<file path="src/hdl/quadrature_speed_pi_regulator_assert.svh">
// Assertion macros for the quadrature speed regulator.
// Used by the top level only; depends on nothing else.
`ifndef QUADRATURE_SPEED_PI_REGULATOR_ASSERT_SVH
`define QUADRATURE_SPEED_PI_REGULATOR_ASSERT_SVH

// Implication in the same cycle, checked outside reset.
`define QSPR_ASSERT_IMP(label, clk, rst_n, ante, cons, msg) \
    label: assert property (@(posedge clk) disable iff (!(rst_n)) (ante) |-> (cons)) \
        else $error(msg);

// Implication in the next cycle, checked outside reset.
`define QSPR_ASSERT_NXT(label, clk, rst_n, ante, cons, msg) \
    label: assert property (@(posedge clk) disable iff (!(rst_n)) (ante) |=> (cons)) \
        else $error(msg);

`endif

</file>
<file path="src/hdl/qspr_pkg.sv">
// Shared constants, types and the microcode program of the speed regulator.
// Used by qspr_useq, qspr_dpath and quadrature_speed_pi_regulator.
package qspr_pkg;

    // Fixed scaling of the regulator.
    localparam int FRAC_BITS      = 8;
    localparam int TICK_RATE_HZ   = 2;
    localparam int COUNTS_PER_REV = 100;
    localparam int SEC_PER_MIN    = 60;

    // Field widths.
    localparam int CNT_W  = 8;
    localparam int SPD_W  = 9;
    localparam int REG_W  = 8;
    localparam int CFGI_W = 2;
    localparam int I_W    = 32;

    // Speed = count * TICK * 60 / CPR, done as one multiply by a scaled reciprocal.
    // The shift is large enough that the truncated result is exact for every count.
    localparam int SPD_SHIFT = 22;
    localparam int SPD_RECIP = ((1 << SPD_SHIFT) + COUNTS_PER_REV - 1) / COUNTS_PER_REV;
    localparam int SPD_K     = TICK_RATE_HZ * SEC_PER_MIN * SPD_RECIP;
    localparam int SPD_K_W   = $clog2(SPD_K + 1);
    localparam int PROD_W    = CNT_W + SPD_K_W;

    // Datapath widths.
    localparam int ERR_W   = SPD_W + 1;
    localparam int PE_W    = ERR_W + REG_W;
    localparam int SUM_W   = I_W + 1;
    localparam int V_W     = SUM_W - FRAC_BITS;
    localparam int D_W     = V_W + 1;
    localparam int TM_W    = D_W + REG_W + 1;
    localparam int M_W     = TM_W + 1;
    localparam int DIV_W   = M_W + FRAC_BITS;
    localparam int DIVR_W  = REG_W + 1;
    localparam int DCNT_W  = $clog2(DIV_W + 1);
    localparam int ACC_W   = DIV_W + 2;

    // Codes.
    localparam logic             OPC_SAMPLE = 1'b0;
    localparam logic             OPC_TICK   = 1'b1;
    localparam logic [1:0]       QD_UP      = 2'b01;
    localparam logic [1:0]       QD_DOWN    = 2'b10;
    localparam logic [CFGI_W-1:0] CFG_REF   = 2'd0;
    localparam logic [CFGI_W-1:0] CFG_GAIN  = 2'd1;
    localparam logic [CFGI_W-1:0] CFG_TI    = 2'd2;
    localparam logic [REG_W-1:0] DRIVE_MAX  = 8'd255;

    // Reset values of the registers.
    localparam logic [REG_W-1:0] REF_RST  = 8'd0;
    localparam logic [REG_W-1:0] GAIN_RST = 8'd2;
    localparam logic [REG_W-1:0] TI_RST   = 8'd1;

    // Datapath operations.
    typedef enum logic [3:0] {
        OP_NOP,
        OP_SPD,
        OP_ERR,
        OP_PE,
        OP_VSUM,
        OP_VDIV,
        OP_CLAMP,
        OP_TMUL,
        OP_MSUM,
        OP_DIV_INIT,
        OP_DIV_STEP,
        OP_INC,
        OP_SAT
    } t_op;

    // Sequencing of a control word.
    typedef enum logic [1:0] {
        JMP_NEXT,
        JMP_LOOP_DIV,
        JMP_EMIT
    } t_jmp;

    localparam int STEP_W = 4;
    localparam logic [STEP_W-1:0] STEP_DIV  = 4'd9;
    localparam logic [STEP_W-1:0] STEP_EMIT = 4'd11;

    typedef struct packed {
        t_op               op;
        t_jmp              jmp;
        logic [STEP_W-1:0] target;
    } t_uword;

    typedef struct packed {
        logic fire;
        t_op  op;
    } t_ctrl;

    typedef struct packed {
        logic div_more;
    } t_dp_stat;

    typedef struct packed {
        logic              busy;
        logic [STEP_W-1:0] step;
    } t_seq_stat;

    // Microcode program of one regulation tick.
    function automatic t_uword urom(input logic [STEP_W-1:0] addr);
        t_uword w;
        w = '{op: OP_NOP, jmp: JMP_NEXT, target: '0};
        unique case (addr)
            4'd0:      w.op = OP_SPD;
            4'd1:      w.op = OP_ERR;
            4'd2:      w.op = OP_PE;
            4'd3:      w.op = OP_VSUM;
            4'd4:      w.op = OP_VDIV;
            4'd5:      w.op = OP_CLAMP;
            4'd6:      w.op = OP_TMUL;
            4'd7:      w.op = OP_MSUM;
            4'd8:      w.op = OP_DIV_INIT;
            STEP_DIV:  w = '{op: OP_DIV_STEP, jmp: JMP_LOOP_DIV, target: STEP_DIV};
            4'd10:     w.op = OP_INC;
            STEP_EMIT: w = '{op: OP_SAT, jmp: JMP_EMIT, target: STEP_EMIT};
            default:   w.op = OP_NOP;
        endcase
        return w;
    endfunction

endpackage

</file>
<file path="src/hdl/qspr_useq.sv">
// Microcode sequencer: step counter, program table and conditional jumps.
// Depends on qspr_pkg.
module qspr_useq (
    input  logic                 i_clk,
    input  logic                 i_rst_n,
    input  logic                 i_start,
    input  logic                 i_out_busy,
    input  qspr_pkg::t_dp_stat   i_dp_stat,
    output qspr_pkg::t_ctrl      o_ctrl,
    output qspr_pkg::t_seq_stat  o_stat
);

    logic                          r_busy;
    logic [qspr_pkg::STEP_W-1:0]   r_step;
    qspr_pkg::t_uword              w_word;
    logic                          w_hold;

    // Fetch the control word of the current step.
    assign w_word = qspr_pkg::urom(r_step);

    // The final step waits while the result register is full and stalled.
    assign w_hold = (w_word.jmp == qspr_pkg::JMP_EMIT) && i_out_busy;

    assign o_ctrl.fire = r_busy && !w_hold;
    assign o_ctrl.op   = r_busy ? w_word.op : qspr_pkg::OP_NOP;
    assign o_stat.busy = r_busy;
    assign o_stat.step = r_step;

    // Step counter and jump logic.
    always_ff @(posedge i_clk) begin
        if (!i_rst_n) begin
            r_busy <= 1'b0;
            r_step <= '0;
        end else if (!r_busy) begin
            if (i_start) begin
                r_busy <= 1'b1;
                r_step <= '0;
            end
        end else begin
            unique case (w_word.jmp)
                qspr_pkg::JMP_NEXT: begin
                    r_step <= r_step + 1'b1;
                end
                qspr_pkg::JMP_LOOP_DIV: begin
                    r_step <= i_dp_stat.div_more ? w_word.target : r_step + 1'b1;
                end
                qspr_pkg::JMP_EMIT: begin
                    if (!i_out_busy) begin
                        r_busy <= 1'b0;
                        r_step <= '0;
                    end
                end
                default: begin
                    r_busy <= 1'b0;
                    r_step <= '0;
                end
            endcase
        end
    end

endmodule

</file>
<file path="src/hdl/qspr_dpath.sv">
// Regulator datapath: speed scaling, PI arithmetic, a radix-2 divider and the integral.
// Depends on qspr_pkg; driven by the control words of qspr_useq.
module qspr_dpath (
    input  logic                          i_clk,
    input  logic                          i_rst_n,
    input  qspr_pkg::t_ctrl               i_ctrl,
    input  logic [qspr_pkg::CNT_W-1:0]    i_pulse_count,
    input  logic [qspr_pkg::REG_W-1:0]    i_ref,
    input  logic [qspr_pkg::REG_W-1:0]    i_gain,
    input  logic [qspr_pkg::REG_W-1:0]    i_ti,
    output qspr_pkg::t_dp_stat            o_stat,
    output logic [qspr_pkg::REG_W-1:0]    o_drive,
    output logic [qspr_pkg::SPD_W-1:0]    o_speed
);

    localparam int FB = qspr_pkg::FRAC_BITS;

    logic        [qspr_pkg::SPD_W-1:0]   r_spd;
    logic signed [qspr_pkg::ERR_W-1:0]   r_err;
    logic signed [qspr_pkg::PE_W-1:0]    r_pe;
    logic signed [qspr_pkg::SUM_W-1:0]   r_sum;
    logic signed [qspr_pkg::V_W-1:0]     r_v;
    logic        [qspr_pkg::REG_W-1:0]   r_u;
    logic signed [qspr_pkg::D_W-1:0]     r_d;
    logic signed [qspr_pkg::TM_W-1:0]    r_tm;
    logic signed [qspr_pkg::M_W-1:0]     r_m;
    logic                                r_neg;
    logic        [qspr_pkg::DIV_W-1:0]   r_quo;
    logic        [qspr_pkg::DIVR_W-1:0]  r_rem;
    logic        [qspr_pkg::DCNT_W-1:0]  r_cnt;
    logic signed [qspr_pkg::ACC_W-1:0]   r_acc;
    logic signed [qspr_pkg::I_W-1:0]     r_integ;

    logic        [qspr_pkg::REG_W-1:0]   w_ti;
    logic        [qspr_pkg::DIVR_W-1:0]  w_divisor;
    logic        [qspr_pkg::PROD_W-1:0]  w_spd_prod;
    logic signed [qspr_pkg::SUM_W-1:0]   w_vfl;
    logic                                w_round;
    logic signed [qspr_pkg::SUM_W-1:0]   w_vq;
    logic        [qspr_pkg::REG_W-1:0]   w_u;
    logic        [qspr_pkg::M_W-1:0]     w_mag;
    logic        [qspr_pkg::DIVR_W:0]    w_shift;
    logic                                w_ge;
    logic        [qspr_pkg::DIVR_W:0]    w_diff;
    logic signed [qspr_pkg::ACC_W-1:0]   w_qs;
    logic signed [qspr_pkg::ACC_W-1:0]   w_inc;
    logic signed [qspr_pkg::I_W-1:0]     w_sat;
    logic signed [qspr_pkg::I_W-1:0]     w_imax;
    logic signed [qspr_pkg::I_W-1:0]     w_imin;

    // An integral time of zero acts as one; the divisor is TICK_RATE_HZ * Ti.
    assign w_ti      = (i_ti == '0) ? qspr_pkg::REG_W'(1) : i_ti;
    assign w_divisor = qspr_pkg::DIVR_W'(w_ti) * qspr_pkg::DIVR_W'(qspr_pkg::TICK_RATE_HZ);

    // Speed from the pulse count by a scaled reciprocal.
    assign w_spd_prod = qspr_pkg::PROD_W'(i_pulse_count) * qspr_pkg::PROD_W'(qspr_pkg::SPD_K);

    // Divide by 2^FRAC_BITS with truncation toward zero.
    assign w_vfl   = r_sum >>> FB;
    assign w_round = r_sum[qspr_pkg::SUM_W-1] && (r_sum[FB-1:0] != '0);
    assign w_vq    = w_vfl + $signed(qspr_pkg::SUM_W'(w_round));

    // Clamp the controller output to the drive range.
    always_comb begin
        if (r_v[qspr_pkg::V_W-1]) begin
            w_u = '0;
        end else if (r_v[qspr_pkg::V_W-2:qspr_pkg::REG_W] != '0) begin
            w_u = qspr_pkg::DRIVE_MAX;
        end else begin
            w_u = r_v[qspr_pkg::REG_W-1:0];
        end
    end

    // Magnitude of the integral numerator for the sign-magnitude divider.
    assign w_mag = r_m[qspr_pkg::M_W-1] ? qspr_pkg::M_W'(-r_m) : qspr_pkg::M_W'(r_m);

    // One restoring division step.
    assign w_shift = {r_rem, r_quo[qspr_pkg::DIV_W-1]};
    assign w_ge    = w_shift >= {1'b0, w_divisor};
    assign w_diff  = w_shift - {1'b0, w_divisor};

    // Signed quotient, truncated toward zero.
    assign w_qs  = $signed({2'b00, r_quo});
    assign w_inc = r_neg ? -w_qs : w_qs;

    // Saturate the new integral to 32 bits.
    assign w_imax = {1'b0, {(qspr_pkg::I_W-1){1'b1}}};
    assign w_imin = {1'b1, {(qspr_pkg::I_W-1){1'b0}}};
    always_comb begin
        if (r_acc > qspr_pkg::ACC_W'(w_imax)) begin
            w_sat = w_imax;
        end else if (r_acc < qspr_pkg::ACC_W'(w_imin)) begin
            w_sat = w_imin;
        end else begin
            w_sat = qspr_pkg::I_W'(r_acc);
        end
    end

    // Integral state, updated by the last step of a tick.
    always_ff @(posedge i_clk) begin
        if (!i_rst_n) begin
            r_integ <= '0;
        end else if (i_ctrl.fire && (i_ctrl.op == qspr_pkg::OP_SAT)) begin
            r_integ <= w_sat;
        end
    end

    // Working registers; each operation loads its own.
    always_ff @(posedge i_clk) begin
        if (i_ctrl.fire) begin
            unique case (i_ctrl.op)
                qspr_pkg::OP_SPD: begin
                    r_spd <= w_spd_prod[qspr_pkg::SPD_SHIFT +: qspr_pkg::SPD_W];
                end
                qspr_pkg::OP_ERR: begin
                    r_err <= $signed({2'b00, i_ref}) - $signed({1'b0, r_spd});
                end
                qspr_pkg::OP_PE: begin
                    r_pe <= qspr_pkg::PE_W'(r_err) * qspr_pkg::PE_W'($signed({1'b0, i_gain}));
                end
                qspr_pkg::OP_VSUM: begin
                    r_sum <= (qspr_pkg::SUM_W'(r_pe) <<< FB) + qspr_pkg::SUM_W'(r_integ);
                end
                qspr_pkg::OP_VDIV: begin
                    r_v <= qspr_pkg::V_W'(w_vq);
                end
                qspr_pkg::OP_CLAMP: begin
                    r_u <= w_u;
                    r_d <= $signed({{(qspr_pkg::D_W-qspr_pkg::REG_W){1'b0}}, w_u})
                           - qspr_pkg::D_W'(r_v);
                end
                qspr_pkg::OP_TMUL: begin
                    r_tm <= qspr_pkg::TM_W'(r_d) * qspr_pkg::TM_W'($signed({1'b0, w_ti}));
                end
                qspr_pkg::OP_MSUM: begin
                    r_m <= qspr_pkg::M_W'(r_tm) + qspr_pkg::M_W'(r_pe);
                end
                qspr_pkg::OP_DIV_INIT: begin
                    r_neg <= r_m[qspr_pkg::M_W-1];
                    r_quo <= qspr_pkg::DIV_W'(w_mag) << FB;
                    r_rem <= '0;
                    r_cnt <= qspr_pkg::DCNT_W'(qspr_pkg::DIV_W);
                end
                qspr_pkg::OP_DIV_STEP: begin
                    r_rem <= w_ge ? w_diff[qspr_pkg::DIVR_W-1:0]
                                  : w_shift[qspr_pkg::DIVR_W-1:0];
                    r_quo <= {r_quo[qspr_pkg::DIV_W-2:0], w_ge};
                    r_cnt <= r_cnt - 1'b1;
                end
                qspr_pkg::OP_INC: begin
                    r_acc <= qspr_pkg::ACC_W'(r_integ) + w_inc;
                end
                default: begin
                end
            endcase
        end
    end

    assign o_stat.div_more = (r_cnt != qspr_pkg::DCNT_W'(1));
    assign o_drive         = r_u;
    assign o_speed         = r_spd;

endmodule

</file>
<file path="src/hdl/quadrature_speed_pi_regulator.sv">
// Top level of the quadrature speed regulator: encoder counter, registers, result register.
// Depends on qspr_pkg, qspr_useq, qspr_dpath and the assertion macro header.
//
// An encoder sample moves the saturating pulse count when it is accepted.
// A regulation tick runs a short microcode program: speed, PI output with
// clamp, then the anti-windup integral update through a one-bit-per-cycle
// divider of 44 steps. The result is registered when the program ends
// (nine setup steps, the 44 divider steps and two closing steps), its run
// time set mostly by that divider loop, and the next request can be taken as
// soon as the result is registered; all of this stretches while the previous
// result has not been taken. Requests are not accepted while a tick is
// running. The result shows drive, speed and PWM compare value and stays until
// it is taken; the registers may be written whenever the block is idle.
`include "quadrature_speed_pi_regulator_assert.svh"

module quadrature_speed_pi_regulator (
    input  logic                              i_clk,
    input  logic                              i_rst_n,
    input  logic                              i_cfg_we,
    input  logic [qspr_pkg::CFGI_W-1:0]       i_cfg_index,
    input  logic [qspr_pkg::REG_W-1:0]        i_cfg_data,
    input  logic                              i_in_valid,
    output logic                              o_in_stall,
    input  logic                              i_opcode,
    input  logic [1:0]                        i_encoder_ab,
    output logic                              o_out_valid,
    input  logic                              i_out_stall,
    output logic [qspr_pkg::REG_W-1:0]        o_drive,
    output logic [qspr_pkg::SPD_W-1:0]        o_speed_rpm,
    output logic [qspr_pkg::REG_W-1:0]        o_pwm_compare
);

    logic [qspr_pkg::REG_W-1:0]  r_ref;
    logic [qspr_pkg::REG_W-1:0]  r_gain;
    logic [qspr_pkg::REG_W-1:0]  r_ti;
    logic [1:0]                  r_prev_swapped;
    logic [qspr_pkg::CNT_W-1:0]  r_pulse_count;
    logic                        r_out_valid;
    logic [qspr_pkg::REG_W-1:0]  r_out_drive;
    logic [qspr_pkg::SPD_W-1:0]  r_out_speed;
    logic [qspr_pkg::REG_W-1:0]  r_out_pwm;

    logic                        w_in_acc;
    logic                        w_start;
    logic                        w_out_busy;
    logic                        w_emit;
    logic [1:0]                  w_edge;
    qspr_pkg::t_ctrl             w_ctrl;
    qspr_pkg::t_seq_stat         w_seq_stat;
    qspr_pkg::t_dp_stat          w_dp_stat;
    logic [qspr_pkg::REG_W-1:0]  w_drive;
    logic [qspr_pkg::SPD_W-1:0]  w_speed;

    // Input handshake: no request is taken while a tick is in progress.
    assign o_in_stall = w_seq_stat.busy;
    assign w_in_acc   = i_in_valid && !o_in_stall;
    assign w_start    = w_in_acc && (i_opcode == qspr_pkg::OPC_TICK);

    // The result register is held when it is full and stalled.
    assign w_out_busy = r_out_valid && i_out_stall;
    assign w_emit     = w_ctrl.fire && (w_ctrl.op == qspr_pkg::OP_SAT);

    // Configuration registers.
    always_ff @(posedge i_clk) begin
        if (!i_rst_n) begin
            r_ref  <= qspr_pkg::REF_RST;
            r_gain <= qspr_pkg::GAIN_RST;
            r_ti   <= qspr_pkg::TI_RST;
        end else if (i_cfg_we) begin
            unique case (i_cfg_index)
                qspr_pkg::CFG_REF:  r_ref  <= i_cfg_data;
                qspr_pkg::CFG_GAIN: r_gain <= i_cfg_data;
                qspr_pkg::CFG_TI:   r_ti   <= i_cfg_data;
                default: begin
                end
            endcase
        end
    end

    // Quadrature decoding against the stored, bit-swapped previous pair.
    assign w_edge = r_prev_swapped ^ i_encoder_ab;

    always_ff @(posedge i_clk) begin
        if (!i_rst_n) begin
            r_prev_swapped <= '0;
            r_pulse_count  <= '0;
        end else if (w_emit) begin
            r_pulse_count <= '0;
        end else if (w_in_acc && (i_opcode == qspr_pkg::OPC_SAMPLE)) begin
            r_prev_swapped <= {i_encoder_ab[0], i_encoder_ab[1]};
            if ((w_edge == qspr_pkg::QD_UP) && (r_pulse_count != '1)) begin
                r_pulse_count <= r_pulse_count + 1'b1;
            end else if ((w_edge == qspr_pkg::QD_DOWN) && (r_pulse_count != '0)) begin
                r_pulse_count <= r_pulse_count - 1'b1;
            end
        end
    end

    // Sequencer and datapath.
    qspr_useq u_useq (
        .i_clk      (i_clk),
        .i_rst_n    (i_rst_n),
        .i_start    (w_start),
        .i_out_busy (w_out_busy),
        .i_dp_stat  (w_dp_stat),
        .o_ctrl     (w_ctrl),
        .o_stat     (w_seq_stat)
    );

    qspr_dpath u_dpath (
        .i_clk         (i_clk),
        .i_rst_n       (i_rst_n),
        .i_ctrl        (w_ctrl),
        .i_pulse_count (r_pulse_count),
        .i_ref         (r_ref),
        .i_gain        (r_gain),
        .i_ti          (r_ti),
        .o_stat        (w_dp_stat),
        .o_drive       (w_drive),
        .o_speed       (w_speed)
    );

    // Result register.
    always_ff @(posedge i_clk) begin
        if (!i_rst_n) begin
            r_out_valid <= 1'b0;
        end else if (w_emit) begin
            r_out_valid <= 1'b1;
        end else if (r_out_valid && !i_out_stall) begin
            r_out_valid <= 1'b0;
        end
    end

    always_ff @(posedge i_clk) begin
        if (w_emit) begin
            r_out_drive <= w_drive;
            r_out_speed <= w_speed;
            r_out_pwm   <= qspr_pkg::DRIVE_MAX - w_drive;
        end
    end

    assign o_out_valid   = r_out_valid;
    assign o_drive       = r_out_drive;
    assign o_speed_rpm   = r_out_speed;
    assign o_pwm_compare = r_out_pwm;

    // Checks on sequencing and result handling.
    `QSPR_ASSERT_IMP(a_emit_needs_room, i_clk, i_rst_n, w_emit, !w_out_busy, "result overwritten while stalled")
    `QSPR_ASSERT_NXT(a_tick_starts_prog, i_clk, i_rst_n, w_start, w_seq_stat.busy && (w_seq_stat.step == '0), "tick did not start the program")
    `QSPR_ASSERT_NXT(a_emit_clears_count, i_clk, i_rst_n, w_emit, (r_pulse_count == '0) && o_out_valid, "pulse count not cleared at result")

endmodule
</file>
<file path="config.mk">
export PLATFORM = sky130hd
export DESIGN_NAME = quadrature_speed_pi_regulator
export DESIGN_NICKNAME = d
export VERILOG_FILES = /design/src/hdl/qspr_pkg.sv /design/src/hdl/qspr_useq.sv /design/src/hdl/qspr_dpath.sv /design/src/hdl/quadrature_speed_pi_regulator.sv
export VERILOG_INCLUDE_DIRS = /design/src /design/src/hdl
export SDC_FILE = /design/constraint.sdc
export NUM_CORES = 2
export LEC_CHECK = 0
export BUFFER_PORTS_ARGS = -buffer_cell sky130_fd_sc_hd__buf_4
export CAP_MARGIN = 20
export CORE_AREA = 3 3 241 243
export CTS_BUF_LIST = sky130_fd_sc_hd__clkbuf_8
export CTS_CLUSTER_SIZE = 28
export DETAILED_ROUTE_END_ITERATION = 7
export DIE_AREA = 0 0 244 246
export GPL_TIMING_DRIVEN = 0
export PLACE_DENSITY_LB_ADDON = 0.05
export SYNTH_ARGS = -nofsm -noshare
export SYNTH_HDL_FRONTEND = slang
export SYNTH_SLANG_ARGS = --single-unit
</file>
<file path="constraint.sdc">
create_clock -name i_clk -period 8.8 [get_ports i_clk]
set_input_delay 0.44 -clock i_clk [delete_from_list [all_inputs] [get_ports i_clk]]
set_output_delay 0.44 -clock i_clk [all_outputs]
set_load 0.1 [all_outputs]
</file>
# == Word-level counts from Yosys, hierarchy flattened ==
# Index checks and enable logic that the tools add are counted.
# W data, S select, Z words.
# word_totals
reg_bits,403
in_bits,18
output_inout_bits,27
wordCells,153
# op_classes
n_addsub,14
multipliers,3
magnitude_cmp,3
n_eq_ne,32
mux,27
bitwise,4
reduce_logical,44
# op_table
op,n
$pmux W44 S2,1
$mux W32,2
$pmux W4 S12,1
$add A32 B46 Y46,1
$gt A46 B32 Y1 const B,1
$lt A46 B32 Y1 const B,1
$mux W46,1
$neg A44 Y46,1
$mux W8,5
$add A35 B18 Y36,1
$eq A4 B4 Y1 const B,9
$mux W36,1
$neg A36 Y36,1
$mul A26 B9 Y35,1
$reduce_and A2 Y1,17
$add A26 B32 Y33,1
$eq A4 B3 Y1 const B,8
$sub A9 B25 Y26,1
$add A25 B2 Y25,1
$mul A8 B17 Y25 const B,1
$pmux W6 S2,2
$mux W4,5
$mul A10 B9 Y18,1
$pmux W9 S2,1
other kinds (30),62

# == Logic depth before layout (Yosys ltp) ==
# depth
ltp_word,9
mapped_depth,25
ltp_nobuf,23

# == By module ==
# A second synthesis with hierarchy kept.
# hier_totals
cells_unflattened,3542
area_unflattened_um2,34809.6
# modules_own_cells
mod,instances,cells_each,area_per_inst_um2,seq_area_each_um2
qspr_dpath,1,3295,31930.6,9829.4
quadrature_speed_pi_regulator,1,192,2432.3,1451.4
qspr_useq,1,55,446.7,100.1

# == Worst setup path after synthesis ==
# Ideal clock, no wire load.
# synth_path
path_kind,register -> register
from,reg u_useq.r_busy
to,reg u_dpath.r_cnt[0] (netlist bit) (enable)
setup_ns,0.557
arrival_ns,6.003
required_ns,8.243
slack_ns,2.239
stages_incl_launch_ff,8
n_path_buf,1
synth_period_minus_slack_ns,6.561
cell_sequence,dfxtp_1 -> clkbuf_1 -> inv_1 -> a21oi_1 -> nand2_1 -> a21oi_1 -> nand2_1 -> o21ai_0
# synth_between
elab_chain_cells,4
word_cells_on_any_way,6
classes_between,eq/ne (2); mux (1); reduce/logical (3)
# synth_lines
element,line,source
from (decl),qspr_useq.sv:13,logic r_busy;
from (signal assigned),qspr_useq.sv:32,r_busy <= 1'b0;
from (signal assigned),qspr_useq.sv:36,r_busy <= 1'b1;
from (signal assigned),qspr_useq.sv:49,r_busy <= 1'b0;
$mux W4,qspr_useq.sv:25,assign o_ctrl.op = r_busy ? w_word.op : qspr_pkg::OP_NOP;
$eq A4 B4 Y1,qspr_dpath.sv:111,unique case (i_ctrl.op)
$reduce_bool A2 Y1 (no source line),n/a,
$reduce_and A2 Y1 (no source line) (*),n/a,
to (signal assigned),qspr_dpath.sv:142,r_cnt <= qspr_pkg::DCNT_W'(qspr_pkg::DIV_W);
to (signal assigned),qspr_dpath.sv:148,r_cnt <= r_cnt - 1'b1;
to (decl),qspr_dpath.sv:30,logic [qspr_pkg::DCNT_W-1:0] r_cnt;
# Mark *: on every way between the ends. The rest lies on a longest branch, timed or not.
# A chain may end at the register's enable or synchronous reset.

# == Worst setup path after layout ==
# layout_path
from,reg r_ti[2] (netlist bit)
to,reg u_dpath.r_tm[34] (netlist bit) (data pin)
# layout_between
elab_chain_cells,3
# layout_lines
element,line,source
from (decl),quadrature_speed_pi_regulator.sv:35,logic [qspr_pkg::REG_W-1:0] r_ti;
from (signal assigned),quadrature_speed_pi_regulator.sv:68,r_ti <= qspr_pkg::TI_RST;
from (signal assigned),quadrature_speed_pi_regulator.sv:73,qspr_pkg::CFG_TI: r_ti <= i_cfg_data;
$logic_not A8 Y1,qspr_dpath.sv:52,assign w_ti = (i_ti == '0) ? qspr_pkg::REG_W'(1) : i_ti;
$mux W8 (*),qspr_dpath.sv:52,
$mul A26 B9 Y35 (*),qspr_dpath.sv:133,"r_tm <= qspr_pkg::TM_W'(r_d) * qspr_pkg::TM_W'($signed({1'b0, w_ti}));"
to (signal assigned),qspr_dpath.sv:133,
to (decl),qspr_dpath.sv:25,logic signed [qspr_pkg::TM_W-1:0] r_tm;
# Marked as above.

==> flow_summary.json <==
{
  "finalHoldViolCount": 0,
  "final_common_cell": "inv_1",
  "async_flop_share": 0,
  "syn_nets": 4006,
  "maxSlewViolCount": 0,
  "start_util": 0.6071,
  "yosysWarnings": 0,
  "cts_made_buffers": 73,
  "nets": 4142,
  "synth_seq_area_share": 0.3338,
  "drt-initial-drc-count": 1866,
  "cts_buffer_depth": 3,
  "grt_use_met1": 0.3909,
  "fin_skew_ns": 0.02772,
  "power.density_nw_per_um2": 121.0,
  "htreeDepth": 3,
  "cp.required_ns": 9.16,
  "port_buffers": 43,
  "cts-resized-gates": 0,
  "met2_usage": 0.4695,
  "grt_max_degree": 36,
  "slew_headroom": 0.2684,
  "synthFlopType": "edfxtp_1",
  "crit_start": "r_ti[2]",
  "viasPerCell": 5.766,
  "synth_area_per_cell_um2": 9.958,
  "top_usage_layer": "met2",
  "drc_errors": 0,
  "post-cts-setup-buffer-count": 0,
  "synth_cells": 3424,
  "ir_drop_mv": 0.1270,
  "core_um2": 56170,
  "arrival_ns": 7.58,
  "critical_path_class": "flip-flop to flip-flop",
  "synth_edf_count": 331,
  "die_area_um2": 60020,
  "ioPinCount": 45,
  "tightest_slew_ns": 1.097,
  "fp.dieH_um": 246,
  "grt_pass1_vias": 25910,
  "total_leakage_power_nw": 16.50,
  "clock_sinks": 403,
  "design_area_um2": 37100,
  "cts_tree": "built",
  "min_path_type": "input pin to flip-flop",
  "post-route-period-util": 0.8202,
  "clkTransAtPathRegs_ns": 0.06,
  "wire_per_inst_um": 19.24,
  "grt_pass1_wl_um": 135300,
  "max_freq_ghz": 0.1386,
  "synthToLayoutAreaGrowth_pct": 8.796,
  "root_buffer": "clkbuf_8",
  "totalNegativeSetupSlack_ns": 0,
  "grt_overflow": 0,
  "rsz0062_at_grt": "false",
  "layout_common_cells": "414 x inv_1, 331 x edfxtp_1, 314 x nand2_1, 309 x ha_1, 255 x fa_1",
  "grt_use_total": 0.2854,
  "place_hpwl_um": 66580,
  "setup_viol": 0,
  "vias": 25260,
  "placed_area_um2": 35650,
  "postRouteAntennaNets": 0,
  "clock_latency_ns": 0.65,
  "globalplace.congestion": 0.9515,
  "syn_area_um2": 34100,
  "crit_path_start_kind": "flip-flop",
  "fp-row-count": 87,
  "drive_above_1_share": 0.05499,
  "wirelength_um": 84290,
  "ys_types": 70,
  "drv_cap": 0,
  "dr.pass1.iters": 5,
  "dieWidth_um": 244,
  "worst_hold_slack_ns": 0.07793,
  "antenna_found_initial": 2,
  "end_kind": "flip-flop",
  "crit_fanout": 10,
  "cts_hold_buffers": 0,
  "hold_start": "i_out_stall",
  "status": "complete, no violations",
  "r2r-start": "r_ti[2]",
  "synth-seq-cells": 403,
  "min_period_ns": 7.218,
  "met3_usage": 0.03755
}
## power breakdown
part	internal [W]	switching [W]	total, W
combinational	0.000267	0.000371	0.000638
sequential	0.00207	0.0000149	0.00209
clock	0.000939	0.000821	0.00176
## cells in the mapped netlist, types with 4 or more instances
master     count  area, µm²
a221oi_1       5      43.79
nor3b_1        6      45.04
and3_1        17      106.4
clkbuf_1     100      375.4
inv_1        390       1464
or4_1          9      67.56
dfxtp_1       72       1441
fa_1         255       5105
ha_1         309       3866
nor3_1        35      175.2
nand2b_1      32      200.2
edfxtp_1     331       9940
a2111oi_0      4      35.03
or3_1         15      93.84
nor4_1        18      112.6
nor2b_1       59      369.1
a21oi_1      194      970.9
nand4_1       33      206.5
and4_1         4      35.03
mux2i_1       33      330.3
o21a_1        19      142.6
xnor2_1      192       1682
and2_1       195       1220
nand2_1      314       1179
xor2_1       101      884.6
nand3_1       41      205.2
a221o_1        4      40.04
nor2_1       167      626.9
a21boi_0      12      90.09
nand3b_1       6      45.04
or2_2          8      50.05
o41ai_1       13      113.9
o211ai_1       7      52.55
o31ai_1       29      217.7
o22ai_1        4      25.02
o21ai_0      186      930.9
o21bai_1      26      195.2
a211oi_1      12      90.09
a31oi_1       22      137.6
a21o_1        93      698.2
## per-layer routing
layer | share of wire | wire length, µm
met2 | 0.47 | 39470
met5 | 0 | 0
met3 | 0.055 | 4630
met1 | 0.44 | 37390
met4 | 0.033 | 2800
## state kept, by name (all words and copies together), names as in the netlist, 10 cells and up
register and count:
u_dpath.r_tm 35, u_dpath.r_d 26, u_dpath.r_sum 33, u_dpath.r_quo 44, u_dpath.r_err 10, u_dpath.r_pe 18
u_dpath.r_acc 46, u_dpath.r_m 36, u_dpath.r_v 25, u_dpath.r_integ 32
## cell type report
class,instances,area (µm²)
Multi-Input combinational cell,2529,20940
Fill cell,4643,19070
Sequential cell,403,11380
Inverter,390,1464
Clock buffer,81,1115
Tap cell,756,945.9
Timing Repair Buffer,61,543.0
Buffer,102,384.1
Clock inverter,53,316.6
Antenna cell,5,12.51
## critical path: stages, from the launching register on
cell	delay, ns
dfxtp_1	0.31
clkbuf_1	0.72
inv_1	0.18
a41o_1	0.32
clkbuf_1	0.33
clkbuf_1	0.34
nand2_1	0.16
fa_1	0.44
fa_1	0.52
inv_1	0.05
ha_1	0.27
inv_1	0.05
fa_1	0.52
fa_1	0.47
nor2b_1	0.12
o21ai_0	0.10
a21o_1	0.22
a31oi_1	0.35
o211ai_1	0.21
a211oi_1	0.50
o21ai_0	0.18
a21oi_1	0.28
and4_1	0.23
nor3_1	0.05
## through the flow
| step | util | total power (W) | setup WS [ns] | instances |
|---|---|---|---|---|
| floorplan | - | 0.002609 | 2.239 | 3424 |
| detailed placement | 0.6347 | 0.002764 | 1.685 | 4241 |
| finish | 0.6605 | 0.004488 | 1.582 | 4380 |
| global placement | 0.6296 | 0.002742 | 0.6613 | 4223 |
| CTS | 0.6602 | 0.004528 | 1.639 | 4375 |
| global route | 0.6603 | 0.004712 | 1.221 | 4377 |
## worst paths after layout
path / endpoint / slack [ns] / cells after the start
max reg2reg: u_dpath.r_tm[34] / 1.58 / 23
min: o_out_valid / 0.08 / 3
min reg2reg: o_drive[4] / 0.45 / 0
max: u_dpath.r_tm[34] / 1.58 / 23
## logic make-up after synthesis
family                     share of synthesized area
and+or+nand+nor                               0.1438
muxes                                       0.009687
AOI/OAI and AO/OA                             0.1202
xor gates and xnor gates                     0.07526
adders and majority gates                     0.2631
DFF                                           0.3338
buffers and inverters                        0.05416
Power figures use the tool's default switching activity.
